--- src/sv/mta_pkg.sv ---
// Shared types, constants and fp32 helper functions for the masked tile
// weighted-sum accumulate core. No dependencies.
package mta_pkg;

  localparam int TILE_ROWS = 8;
  localparam int TILE_COLS = 64;
  localparam int HEAD_DIM  = 64;

  localparam int ROW_W  = $clog2(TILE_ROWS);
  localparam int COL_W  = $clog2(TILE_COLS);
  localparam int DIM_W  = $clog2(HEAD_DIM);
  localparam int ACC_AW = ROW_W + DIM_W;
  localparam int W_AW   = ROW_W + COL_W;
  localparam int V_AW   = COL_W + DIM_W;
  localparam int ACC_DEPTH = TILE_ROWS * HEAD_DIM;

  localparam logic [1:0] KIND_LOAD_W  = 2'd0;
  localparam logic [1:0] KIND_LOAD_V  = 2'd1;
  localparam logic [1:0] KIND_COMPUTE = 2'd2;

  localparam logic [1:0] CFG_ACTIVE_ROWS = 2'd0;
  localparam logic [1:0] CFG_ACTIVE_COLS = 2'd1;
  localparam logic [1:0] CFG_CLEAR_MODE  = 2'd2;

  localparam logic [31:0] FP_QNAN = 32'hFFC0_0000;

  typedef struct packed {
    logic             we_w;
    logic             we_v;
    logic [W_AW-1:0]  w_addr;
    logic [V_AW-1:0]  v_addr;
    logic [31:0]      data;
  } tile_wr_t;

  typedef struct packed {
    logic             en;
    logic [ROW_W-1:0] row;
    logic [COL_W-1:0] col;
    logic [DIM_W-1:0] dim;
  } tile_rd_t;

  function automatic logic [31:0] fp_quiet(input logic [31:0] x);
    return {x[31:23], 1'b1, x[21:0]};
  endfunction

  function automatic logic fp_is_nan(input logic [31:0] x);
    return (x[30:23] == 8'hFF) && (x[22:0] != '0);
  endfunction

  function automatic logic fp_is_inf(input logic [31:0] x);
    return (x[30:23] == 8'hFF) && (x[22:0] == '0);
  endfunction

  function automatic logic fp_is_zero(input logic [31:0] x);
    return x[30:0] == '0;
  endfunction

  // count of leading zeros over a 51-bit word
  function automatic logic [5:0] fp_lzc(input logic [50:0] v);
    logic [5:0] n;
    logic       found;
    n = '0;
    found = 1'b0;
    for (int i = 50; i >= 0; i--) begin
      if (!found) begin
        if (v[i]) found = 1'b1;
        else n = n + 6'd1;
      end
    end
    return n;
  endfunction

  // m has its leading one at bit 49 for a normal result; value is
  // m / 2^49 * 2^(be - 127). Round to nearest even and pack.
  function automatic logic [31:0] fp_round(input logic sgn, input logic signed [10:0] be,
                                           input logic [49:0] m);
    logic [49:0]       ms;
    logic [10:0]       sh;
    logic              lost;
    logic [7:0]        ef;
    logic              g;
    logic              st;
    logic              inc;
    logic [30:0]       mag;
    if (be >= 11'sd255) begin
      return {sgn, 8'hFF, 23'd0};
    end
    if (be <= 11'sd0) begin
      sh   = 11'd1 - 11'(be);
      ms   = m >> sh;
      lost = |(m & ~({50{1'b1}} << sh));
      ms[0] = ms[0] | lost;
      ef   = 8'd0;
    end else begin
      ms = m;
      ef = be[7:0];
    end
    g   = ms[25];
    st  = |ms[24:0];
    inc = g & (st | ms[26]);
    mag = {ef, ms[48:26]} + 31'(inc);
    return {sgn, mag};
  endfunction

endpackage

--- src/sv/mta_fp_add.sv ---
// Two-stage fp32 adder, round to nearest even. The result register holds
// until the next operation, and clr loads it with +0.0. Depends on mta_pkg.
module mta_fp_add import mta_pkg::*; (
  input  logic        clk,
  input  logic        rst,
  input  logic        clr,
  input  logic        in_v,
  input  logic [31:0] a,
  input  logic [31:0] b,
  output logic [31:0] s
);

  logic        v1;
  logic        spec1;
  logic [31:0] sres1;
  logic        s1;
  logic        sub1;
  logic [7:0]  e1;
  logic [50:0] x1;
  logic [50:0] x2;

  logic        swap;
  logic [31:0] big;
  logic [31:0] sml;
  logic [7:0]  eb;
  logic [7:0]  es;
  logic [7:0]  d;
  logic [50:0] pre;
  logic        lost;
  logic        spec;
  logic [31:0] sres;

  always_comb begin
    swap = b[30:0] > a[30:0];
    big  = swap ? b : a;
    sml  = swap ? a : b;
    eb   = (big[30:23] == 8'd0) ? 8'd1 : big[30:23];
    es   = (sml[30:23] == 8'd0) ? 8'd1 : sml[30:23];
    d    = eb - es;
    pre  = {1'b0, (sml[30:23] != 8'd0), sml[22:0], 26'd0};
    lost = |(pre & ~({51{1'b1}} << d));
    spec = 1'b1;
    sres = '0;
    if (fp_is_nan(a)) sres = fp_quiet(a);
    else if (fp_is_nan(b)) sres = fp_quiet(b);
    else if (fp_is_inf(a) && fp_is_inf(b) && (a[31] != b[31])) sres = FP_QNAN;
    else if (fp_is_inf(a)) sres = a;
    else if (fp_is_inf(b)) sres = b;
    else spec = 1'b0;
  end

  always_ff @(posedge clk) begin
    if (rst) v1 <= 1'b0;
    else v1 <= in_v;
  end

  always_ff @(posedge clk) begin
    if (in_v) begin
      spec1 <= spec;
      sres1 <= sres;
      s1    <= big[31];
      sub1  <= a[31] ^ b[31];
      e1    <= eb;
      x1    <= {1'b0, (big[30:23] != 8'd0), big[22:0], 26'd0};
      x2    <= (pre >> d) | 51'(lost);
    end
  end

  logic [50:0] sum;
  logic [5:0]  lz;
  logic [50:0] n;

  always_comb begin
    sum = sub1 ? (x1 - x2) : (x1 + x2);
    lz  = fp_lzc(sum);
    n   = sum << lz;
  end

  always_ff @(posedge clk) begin
    if (clr) begin
      s <= '0;
    end else if (v1) begin
      if (spec1) s <= sres1;
      else if (sum == '0) s <= {s1 & ~sub1, 31'd0};
      else s <= fp_round(s1, $signed(11'(e1) + 11'd1 - 11'(lz)), {n[50:2], n[1] | n[0]});
    end
  end

endmodule

--- config.mk ---
export PLATFORM = sky130hd
export DESIGN_NAME = mta_fp_add
export DESIGN_NICKNAME = d
export VERILOG_FILES = /design/src/sv/mta_pkg.sv /design/src/sv/mta_fp_add.sv
export SDC_FILE = /design/constraint.sdc
export NUM_CORES = 1
export LEC_CHECK = 0
export ABC_AREA = 1
export BUFFER_PORTS_ARGS = -buffer_cell sky130_fd_sc_hd__buf_2
export CELL_PAD_IN_SITES_DETAIL_PLACEMENT = 1
export CELL_PAD_IN_SITES_GLOBAL_PLACEMENT = 2
export CORE_MARGIN = 2
export CORE_UTILIZATION = 32
export CTS_CLUSTER_DIAMETER = 100
export DETAILED_ROUTE_END_ITERATION = 10
export GPL_TIMING_DRIVEN = 0
export PLACE_DENSITY_LB_ADDON = 0.08
export SLEW_MARGIN = 20
export SYNTH_ARGS = -nofsm -noshare
export SYNTH_HDL_FRONTEND = slang
export SYNTH_SLANG_ARGS = --single-unit
--- constraint.sdc ---
create_clock -name clk -period 27.2 [get_ports clk]
set_input_delay 1.36 -clock clk [delete_from_list [all_inputs] [get_ports clk]]
set_output_delay 1.36 -clock clk [all_outputs]
set_load 0.01 [all_outputs]
==> impl_results.md <==
- Status: finished, final reports clean
- FMAX: 38.60 MHz
- Detailed Place HPWL: 125700 µm
- Routed WL: 150400 µm
- Synth Area per Inst: 5.860 µm²
- Max clock buf depth: 2
- Sequential power share: 0.082
- Ports: 100
- Post-Synthesis Cells: roughly 5500
- Crit-path max FO: 5
- Tot GR Track Use: 0.2811
- Worst Max-Slew Pin Slew: 1.232 ns
- Net Sw Power: between 2 and 2.5 mW
- Maximum VDD drop: 0.05661 mV
- Critical path's most frequent cell: nand2_2
- Final worst slack: ~1.3 ns
- Hold_buf cts: 0
- Largest net degree at the start of global routing: 61
- Element type at the critical path start: register
- Vias in the first global route: 37718
- Post-synth top flop: edfxtp_1
- Critical path's slowest cell: edfxtp_1
- Chip width: 320.7 µm
- Mapped Nets: 5700
- Core footprint: 99710 µm²
- Fin. Hold Viols: 0
- Later-pin clock latency in the skew report: 0.44 ns
- Layout net count: 5990
- Routed length per instance: 21.24 µm
- RSZ-0062 raised after global routing: yes
- DIE AREA: 102900 µm²
- Logic pwr share: 0.851
- Slew HR: 0.1697
- Commonest non-fill, non-tap cell in the layout: nand2_1
- P_int: 1.398 mW
- # port buffers: 99
- Yosys top cell area share: 0.1732
- Worst endpoint required time: 27.52 ns
- Final setup vio count: 0
- Synth warnings: 0
- Crit end category: register
- Total power draw: roughly 3.8 mW
- Worst-path clk slew: 0.07 ns
- Via count: 37763
- Post-layout min period: around 26 ns
- Vias per cell: 5.334
- Finished Cell Area: about 38000 µm²
- CTS Root Cell: clkbuf_16
- Layout cell share with drive strength beyond 1: 0.2321
- Clk_skew: 0.01538 ns
- Grt ovf: 0
- Row Count: roughly 120
- Syn-to-layout area delta: 19.45%
- Post-Syn Area: between 30000 and 40000 µm²
- TritonCTS Sinks: 150
- Post-synthesis register bit count: 150
- Yosys cell types: between 100 and 150
- Post-synth EDFFs: between 100 and 150
- Period utilisation layout: 0.9524
- Worst slack, placed: -4.361 ns
- DRC viols: 0
- Power Density: roughly 98 nW/µm²
- Clock Power Share: 0.066
- Antenna violations before repair: 7
- CTS Buf Count: 17
- Crit Path Class: register to register
- Sw frac: 0.6281
- CTS tree: done
- Routability cong.: 0.9595
- Most frequent cells in the layout: nand2_1, inv_1, nor2_1
- Tightest Hold Check Type: register to register
- Max Cap Viol: 0
- Ys async rst share: 0
- First-pass GRT wire length: around 230000 µm
- WP data arrival: 26.23 ns
- P_leak: 17.96 nW
- Max Slew Vio Count: 0
- Placed inst area: 34260 µm²
- Initial core utilization: 0.3220
- H-tree depth: 4
- Leading area contributor after synthesis: nand2_1
- DIE HEIGHT: approximately 320 µm
- Largest cells by area after synthesis: nand2_1, edfxtp_1, inv_1
- Post-synthesis sequential area ratio: 0.1300
- Number of nets with antenna violations after routing: 0
- Critical Path Max Stage Delay: 0.53 ns
- First-pass iteration count of the detailed router: 5
- Initial DRC Count: 2400
[per-stage QoR]
step | util | setup TNS [ns] | std cells | hold slack (ns)
2_1_floorplan | - | 0 | 5478 | 0.4988
3_3_place_gp | 0.3432 | -96.15 | 6875 | 0.5019
3_5_place_dp | 0.3436 | -103.25 | 6876 | 0.5151
4_1_cts | 0.3637 | 0 | 7006 | 0.5358
5_1_grt | 0.3846 | -3.898 | 7080 | 0.5555
6_report | 0.3846 | 0 | 7080 | 0.5305
[flip-flops by register name (all words and copies together) (netlist names)]
name and count:
x2 50, s 32, sres1 32, x1 24
e1 8, s1 1, spec1 1, sub1 1
v1 1
[worst paths after layout]
check | to | start | depth (start not counted) | slack [ns]
setup / recovery | s[30] | x1[26] | 210 | 1.29
hold / removal | s[6] | sres1[6] | 2 | 0.53
setup reg to reg | s[30] | x1[26] | 210 | 1.29
hold reg to reg | s[6] | sres1[6] | 2 | 0.53
[metal layers]
| metal | vias to the layer above | track usage | wire length, µm |
|---|---|---|---|
| met4 | 4 | 0.06531 | 3687 |
| met3 | 157 | 0.01623 | 6039 |
| met1 | 18240 | 0.3933 | 71000 |
| met5 | - | 0 | 27 |
| met2 | 863 | 0.4712 | 69600 |
| li1 | 18499 | - | - |
[power by group through the flow]
| stage | sequential, mW | clock, mW | combinational, mW |
|---|---|---|---|
| 2_1_floorplan | 0.303 | 0 | 1.82 |
| 3_3_place_gp | 0.313 | 0 | 2.75 |
| 3_5_place_dp | 0.314 | 0 | 2.76 |
| 4_1_cts | 0.309 | 0.250 | 2.89 |
| 5_1_grt | 0.312 | 0.260 | 3.44 |
| 6_report | 0.310 | 0.249 | 3.20 |
[repair_timing]
| item | 4_1_cts | 5_1_grt |
|---|---|---|
| gates resized for setup | 173 | 342 |
| setup buffers | 97 | 79 |
| cloned | 2 | 2 |
| pin swaps | 80 | 230 |
| endpoints found under the setup margin | 31 | 31 |
[Yosys cell counts, types with 8 or more instances]
master    instances
nand2_1        1481
inv_1           718
nand3_1         494
nor2_1          476
o21ai_0         393
a21oi_1         206
nand2_2         186
ha_1            151
edfxtp_1        117
nand4_1         105
inv_2            80
xor2_1           80
clkbuf_1         79
nand3_2          77
nor3_1           71
nor2_2           70
o21ai_1          68
o22ai_1          54
nand2_4          38
nor4_1           34
dfxtp_1          33
nor2_4           31
buf_6            28
o21ai_2          25
clkbuf_8         23
xnor2_1          23
mux2i_1          19
o211ai_1         19
o21bai_1         18
clkinv_1         16
inv_4            16
or2_2            14
o31ai_1          13
o221ai_1         12
nand3b_1         11
nor2_8           11
buf_1            10
buf_4            10
a31oi_1           9
nand3_4           9
and2_1            8
[cell families (layout without fill, tap and decap cells)]
| group | after synthesis | in the layout | synth area share |
|---|---|---|---|
| AO/OA/AOI/OAI | 883 | 883 | 0.1569 |
| XOR/XNOR | 110 | 110 | 0.03235 |
| adder cells (fa/ha/maj) | 154 | 154 | 0.06072 |
| buffers and inverters | 1014 | 1317 | 0.1435 |
| flip-flops | 150 | 150 | 0.1300 |
| multiplexers | 19 | 19 | 0.005924 |
| other | 0 | 1 | 0 |
| AND/OR/NAND/NOR | 3148 | 3148 | 0.4707 |
[final cells by class]
| cell class | instances | area (µm²) |
|---|---|---|
| diodes | 1 | 2.502 |
| plain buffers | 168 | 1350 |
| clock buffers | 26 | 569.3 |
| clock inverters | 6 | 43.79 |
| fillers | 13278 | 61360 |
| inverters | 840 | 3277 |
| multi-input cells | 4314 | 25380 |
| flip-flops and latches | 150 | 4174 |
| well taps | 1298 | 1624 |
| repair buffers | 277 | 1926 |
[critical path: cells and delay by family (launching register included)]
family	cells	cell delay [ns]
buf+inv	45	4.14
xor+xnor	3	0.43
fa+ha+maj	29	7.25
compound gates	32	3.47
flops	1	0.53
simple gates	100	9.68
mux	1	0.15
Note: power is estimated with default switching activity, not from simulation.
