==> src/sv/mta_pkg.sv <==
// Shared types, constants and fp32 helper functions for the masked tile
// weighted-sum accumulate core. No dependencies.
package mta_pkg;

  localparam int TILE_ROWS = 8;
  localparam int TILE_COLS = 64;
  localparam int HEAD_DIM  = 64;

  localparam int ROW_W  = $clog2(TILE_ROWS);
  localparam int COL_W  = $clog2(TILE_COLS);
  localparam int DIM_W  = $clog2(HEAD_DIM);
  localparam int ACC_AW = ROW_W + DIM_W;
  localparam int W_AW   = ROW_W + COL_W;
  localparam int V_AW   = COL_W + DIM_W;
  localparam int ACC_DEPTH = TILE_ROWS * HEAD_DIM;

  localparam logic [1:0] KIND_LOAD_W  = 2'd0;
  localparam logic [1:0] KIND_LOAD_V  = 2'd1;
  localparam logic [1:0] KIND_COMPUTE = 2'd2;

  localparam logic [1:0] CFG_ACTIVE_ROWS = 2'd0;
  localparam logic [1:0] CFG_ACTIVE_COLS = 2'd1;
  localparam logic [1:0] CFG_CLEAR_MODE  = 2'd2;

  localparam logic [31:0] FP_QNAN = 32'hFFC0_0000;

  typedef struct packed {
    logic             we_w;
    logic             we_v;
    logic [W_AW-1:0]  w_addr;
    logic [V_AW-1:0]  v_addr;
    logic [31:0]      data;
  } tile_wr_t;

  typedef struct packed {
    logic             en;
    logic [ROW_W-1:0] row;
    logic [COL_W-1:0] col;
    logic [DIM_W-1:0] dim;
  } tile_rd_t;

  function automatic logic [31:0] fp_quiet(input logic [31:0] x);
    return {x[31:23], 1'b1, x[21:0]};
  endfunction

  function automatic logic fp_is_nan(input logic [31:0] x);
    return (x[30:23] == 8'hFF) && (x[22:0] != '0);
  endfunction

  function automatic logic fp_is_inf(input logic [31:0] x);
    return (x[30:23] == 8'hFF) && (x[22:0] == '0);
  endfunction

  function automatic logic fp_is_zero(input logic [31:0] x);
    return x[30:0] == '0;
  endfunction

  // count of leading zeros over a 51-bit word
  function automatic logic [5:0] fp_lzc(input logic [50:0] v);
    logic [5:0] n;
    logic       found;
    n = '0;
    found = 1'b0;
    for (int i = 50; i >= 0; i--) begin
      if (!found) begin
        if (v[i]) found = 1'b1;
        else n = n + 6'd1;
      end
    end
    return n;
  endfunction

  // m has its leading one at bit 49 for a normal result; value is
  // m / 2^49 * 2^(be - 127). Round to nearest even and pack.
  function automatic logic [31:0] fp_round(input logic sgn, input logic signed [10:0] be,
                                           input logic [49:0] m);
    logic [49:0]       ms;
    logic [10:0]       sh;
    logic              lost;
    logic [7:0]        ef;
    logic              g;
    logic              st;
    logic              inc;
    logic [30:0]       mag;
    if (be >= 11'sd255) begin
      return {sgn, 8'hFF, 23'd0};
    end
    if (be <= 11'sd0) begin
      sh   = 11'd1 - 11'(be);
      ms   = m >> sh;
      lost = |(m & ~({50{1'b1}} << sh));
      ms[0] = ms[0] | lost;
      ef   = 8'd0;
    end else begin
      ms = m;
      ef = be[7:0];
    end
    g   = ms[25];
    st  = |ms[24:0];
    inc = g & (st | ms[26]);
    mag = {ef, ms[48:26]} + 31'(inc);
    return {sgn, mag};
  endfunction

endpackage

==> src/sv/mta_fp_mul.sv <==
// Two-stage fp32 multiplier, round to nearest even, free running.
// Depends on mta_pkg.
module mta_fp_mul import mta_pkg::*; (
  input  logic        clk,
  input  logic [31:0] a,
  input  logic [31:0] b,
  output logic [31:0] p
);

  logic               spec1;
  logic [31:0]        sres1;
  logic               sgn1;
  logic signed [10:0] be1;
  logic [47:0]        p1;

  logic        sgn;
  logic [7:0]  eae;
  logic [7:0]  ebe;
  logic [23:0] ma;
  logic [23:0] mb;
  logic        spec;
  logic [31:0] sres;

  always_comb begin
    sgn  = a[31] ^ b[31];
    eae  = (a[30:23] == 8'd0) ? 8'd1 : a[30:23];
    ebe  = (b[30:23] == 8'd0) ? 8'd1 : b[30:23];
    ma   = {(a[30:23] != 8'd0), a[22:0]};
    mb   = {(b[30:23] != 8'd0), b[22:0]};
    spec = 1'b1;
    sres = '0;
    if (fp_is_nan(a)) sres = fp_quiet(a);
    else if (fp_is_nan(b)) sres = fp_quiet(b);
    else if ((fp_is_inf(a) && fp_is_zero(b)) || (fp_is_zero(a) && fp_is_inf(b))) sres = FP_QNAN;
    else if (fp_is_inf(a) || fp_is_inf(b)) sres = {sgn, 8'hFF, 23'd0};
    else if (fp_is_zero(a) || fp_is_zero(b)) sres = {sgn, 31'd0};
    else spec = 1'b0;
  end

  always_ff @(posedge clk) begin
    spec1 <= spec;
    sres1 <= sres;
    sgn1  <= sgn;
    be1   <= $signed(11'(eae) + 11'(ebe) - 11'd126);
    p1    <= ma * mb;
  end

  logic [5:0]  lz;
  logic [50:0] n;

  always_comb begin
    lz = fp_lzc({p1, 3'b000});
    n  = {p1, 3'b000} << lz;
  end

  always_ff @(posedge clk) begin
    p <= spec1 ? sres1 : fp_round(sgn1, be1 - $signed(11'(lz)), {n[50:2], n[1] | n[0]});
  end

endmodule

==> config.mk <==
export PLATFORM = sky130hd
export DESIGN_NAME = mta_fp_mul
export DESIGN_NICKNAME = d
export VERILOG_FILES = /design/src/sv/mta_pkg.sv /design/src/sv/mta_fp_mul.sv
export SDC_FILE = /design/constraint.sdc
export NUM_CORES = 2
export LEC_CHECK = 0
export BUFFER_PORTS_ARGS = -buffer_cell sky130_fd_sc_hd__buf_4
export CAP_MARGIN = 20
export CORE_UTILIZATION = 48
export CTS_BUF_LIST = sky130_fd_sc_hd__clkbuf_4 sky130_fd_sc_hd__clkbuf_8
export DETAILED_ROUTE_END_ITERATION = 8
export GPL_TIMING_DRIVEN = 0
export PLACE_DENSITY = 0.72
export SYNTH_ARGS = -nofsm -noshare
export SYNTH_HDL_FRONTEND = slang
export SYNTH_SLANG_ARGS = --single-unit
==> constraint.sdc <==
create_clock -name clk -period 85.6 [get_ports clk]
set_input_delay 17.12 -clock clk [delete_from_list [all_inputs] [get_ports clk]]
set_output_delay 17.12 -clock clk [all_outputs]
set_load 0.02 [all_outputs]
==> results_tabular.tex <==
\begin{tabular}{lr}
\hline
Metric & Value \\
\hline
\multicolumn{2}{l}{\textbf{Synthesis}} \\
Syn nets & 5949 \\
Predominant post-synthesis flop cell & sky130\_fd\_sc\_hd\_\_dfxtp\_1 \\
EDFF count, synth & 0 \\
Count of yosys warnings during synthesis & 0 \\
Post-synthesis cell type with the largest combined area & sky130\_fd\_sc\_hd\_\_fa\_1 \\
Synth top area share & 24.6\% \\
Synthesized area per cell & 7.64 um2 \\
Gate count of the mapped netlist & 5157 \\
Flop and latch count out of synthesis & 124 \\
Synth Cell Area & 39400 um2 \\
Dominant cells by area after synthesis & sky130\_fd\_sc\_hd\_\_fa\_1 25\%, sky130\_fd\_sc\_hd\_\_ha\_1 7.7\%, sky130\_fd\_sc\_hd\_\_nand2\_1 7.1\% \\
Sequential area share after synthesis & 6.30\% \\
Synth cell types & 117 \\
Share of async-settable or async-resettable flops after synthesis & 0\% \\
\multicolumn{2}{l}{\textbf{Drt}} \\
\# DRC & 0 \\
Number of iterations in the first detailed-routing pass & 7 \\
Post-DR vias/cell & 6.29 \\
Routed wirelength normalized by instance count & 24.5 um \\
Via Count & 39800 \\
DRC marker count from the first detailed-route iteration & 4445 \\
Final antenna-violating net count & 0 \\
Total detailed-routing wirelength & 155000 um \\
\multicolumn{2}{l}{\textbf{Setup path}} \\
Data required time at the worst endpoint & 85.94 ns \\
Endpoint class of the critical path & flop \\
Depth of the worst register-to-register path & 153 \\
Crit path max-delay cell type & sky130\_fd\_sc\_hd\_\_buf\_1 \\
CP Launch Type & flop \\
Critical path start-end classification & reg2reg \\
Most common cell type on the critical path & sky130\_fd\_sc\_hd\_\_ha\_1 \\
Max incr delay on CP & 0.74 ns \\
Data arrival time of the worst path & 38.75 ns \\
Peak fanout along the critical path & 11 \\
\multicolumn{2}{l}{\textbf{CTS}} \\
TritonCTS clock tree & built \\
Post-CTS Hold Fix Bufs & 0 \\
Clock transition at the registers of the reported paths & 0.09 ns \\
Count of buffers added by post-CTS timing repair for setup & 0 \\
Maximum clock insertion buffer count & 2 \\
Post-CTS resize count & 0 \\
Number of buffers created by CTS & 17 \\
Number of H-tree levels & 4 \\
Root Buffer & sky130\_fd\_sc\_hd\_\_clkbuf\_8 \\
Clock Latency Late Sink & 0.47 ns \\
Total clock sinks & 124 \\
\multicolumn{2}{l}{\textbf{Timing}} \\
Worst max-slew margin expressed relative to the limit & 15.8\% \\
Final clock skew & 0.0179 ns \\
Number of hold violations in the final report & 0 \\
Shortest clock period the worst path allows after layout & 38.40 ns \\
Max-slew violation count & 0 \\
Unrepaired setup endpoints after global routing & false \\
Crit share post-route & 44.9\% \\
Total Neg Setup Slack & 0 ns \\
Maximum frequency from static timing analysis & 26.0 MHz \\
Number of setup violations in the final report & 0 \\
Transition at the pin with the smallest max-transition slack & 1.25 ns \\
\multicolumn{2}{l}{\textbf{Cells and area}} \\
Count of nets after finishing & 6041 \\
Most frequent standard cell in the layout excluding fill and tap cells & sky130\_fd\_sc\_hd\_\_nand2\_1 \\
Share of the core filled with cells & 51.5\% \\
Total of fill cells in the finished design & 7978 \\
Commonest cells after routing, fill and taps aside & 746 x sky130\_fd\_sc\_hd\_\_nand2\_1, 585 x sky130\_fd\_sc\_hd\_\_inv\_1, 484 x sky130\_fd\_sc\_hd\_\_fa\_1 \\
Proportion of layout cells with a drive suffix above 1 & 5.47\% \\
Multi-input combinational cell area & 33400 um2 \\
Area taken by flip-flops and latches & 2480 um2 \\
Layout-stage area growth over the synthesis result & 5.84\% \\
\multicolumn{2}{l}{\textbf{Placement}} \\
IO buf count & 72 \\
Final weighted congestion in routability-driven placement & 1.09 \\
HPWL after detailed placement & 125000 um \\
\multicolumn{2}{l}{\textbf{GRT}} \\
Global-route wire length before repair & 232000 um \\
GRT Resource Usage Total & 36.7\% \\
Largest net degree at the start of global routing & 17 \\
Number of antenna violations at the first check in global routing & 11 \\
Remaining global-route overflow & 0 \\
Number of global-route vias before repair & 38600 \\
\multicolumn{2}{l}{\textbf{Floorplanning}} \\
Core box area & 80900 um2 \\
Die span in x & 289 um \\
Number of standard-cell rows in the floorplan & 104 \\
Starting utilization of the core area & 48.7\% \\
DIE HEIGHT & 289 um \\
Boundary pin count & 97 \\
Total Die Area & 83300 um2 \\
\multicolumn{2}{l}{\textbf{Job}} \\
Max-Cap Viols & 0 \\
\multicolumn{2}{l}{\textbf{Worst hold path}} \\
Worst Hold Class & reg2reg \\
Hold-critical path depth & 2 \\
\multicolumn{2}{l}{\textbf{Outcome}} \\
Run status & completed \\
\hline
\end{tabular}
-- path summary, 6_finish.rpt --
kind,startpoint,end,slack (ns)
max,p1[46]$_DFF_P_,p[0]$_DFF_P_,47.20
min,sres1[26]$_DFF_P_,p[26]$_DFF_P_,0.44
max reg2reg,p1[46]$_DFF_P_,p[0]$_DFF_P_,47.20
min reg2reg,sres1[26]$_DFF_P_,p[26]$_DFF_P_,0.44
-- area by class of cell --
| type | instances | share of cell area [%] |
|---|---|---|
| clock inverters | 14 | 0.411 |
| clock buffers | 18 | 0.594 |
| multi-input cells | 4109 | 80.0 |
| well taps | 1060 | 3.18 |
| flip-flops and latches | 124 | 5.95 |
| plain buffers | 334 | 3.21 |
| inverters | 590 | 5.31 |
| diodes | 2 | 0.0120 |
| repair buffers | 73 | 1.32 |
-- logic make-up after synthesis --
logic type               synth area share, %
AND/OR/NAND/NOR                         25.4
buffers and inverters                   9.02
AO/OA/AOI/OAI                           14.8
adder cells (fa/ha/maj)                 32.4
multiplexers                            6.26
XOR/XNOR                                5.91
flip-flops                              6.30
-- Yosys cell counts, types with 24 or more instances --
cell type,count
sky130_fd_sc_hd__a211oi_1,46
sky130_fd_sc_hd__buf_1,32
sky130_fd_sc_hd__o21bai_1,25
sky130_fd_sc_hd__xnor2_1,138
sky130_fd_sc_hd__fa_1,484
sky130_fd_sc_hd__a21oi_1,236
sky130_fd_sc_hd__nand3_1,104
sky130_fd_sc_hd__o22ai_1,24
sky130_fd_sc_hd__nor4_1,61
sky130_fd_sc_hd__nand2_1,746
sky130_fd_sc_hd__a31oi_1,42
sky130_fd_sc_hd__nor2b_1,35
sky130_fd_sc_hd__mux2i_1,185
sky130_fd_sc_hd__nand2b_1,52
sky130_fd_sc_hd__o21ai_0,176
sky130_fd_sc_hd__and2_1,251
sky130_fd_sc_hd__clkbuf_1,271
sky130_fd_sc_hd__or2_2,38
sky130_fd_sc_hd__nor2_1,394
sky130_fd_sc_hd__nor3_1,127
sky130_fd_sc_hd__ha_1,243
sky130_fd_sc_hd__and3_1,41
sky130_fd_sc_hd__mux2_2,37
sky130_fd_sc_hd__o211ai_1,34
sky130_fd_sc_hd__dfxtp_1,124
sky130_fd_sc_hd__inv_1,585
sky130_fd_sc_hd__or3_1,34
sky130_fd_sc_hd__xor2_1,56
sky130_fd_sc_hd__nand4_1,57
-- flip-flops by register name, summed over array words and instances, names as in the netlist --
signal / count
be1: 10
sgn1: 1
p1: 48
spec1: 1
sres1: 32
p: 32
-- routing by layer --
| metal | global-route usage [%] | wire [um] | up-vias |
|---|---|---|---|
| li1 | - | - | 17500 |
| met3 | 8.95 | 17900 | 554 |
| met4 | 19.0 | 9230 | 12 |
| met1 | 48.1 | 61000 | 19200 |
| met5 | 0 | 67 | - |
| met2 | 56.1 | 66500 | 2520 |
-- worst max-delay path: cells and delay by family, from the launching register on --
family	cells	cell delay [ns]
compound gates	58	12.28
xor+xnor	5	1.44
fa+ha+maj	23	7.76
buf+inv	24	10.03
flops	1	0.51
mux	7	1.11
simple gates	36	5.08
-- metrics by stage --
step | hold WS, ns | std cells | area [um2] | setup slack (ns)
finish | 0.442 | 6324 | 41700 | 47.20
global route | 0.466 | 6323 | 41700 | 45.45
CTS | 0.438 | 6322 | 41700 | 48.62
detailed placement | 0.423 | 6290 | 41300 | 48.70
global placement | 0.425 | 6289 | 41300 | 48.84
floorplan | 0.406 | 5157 | 39400 | 56.90
Power is left out: the tool's default activity adds up to more than one toggle a clock period on the data nets, which glitch-free logic cannot reach.
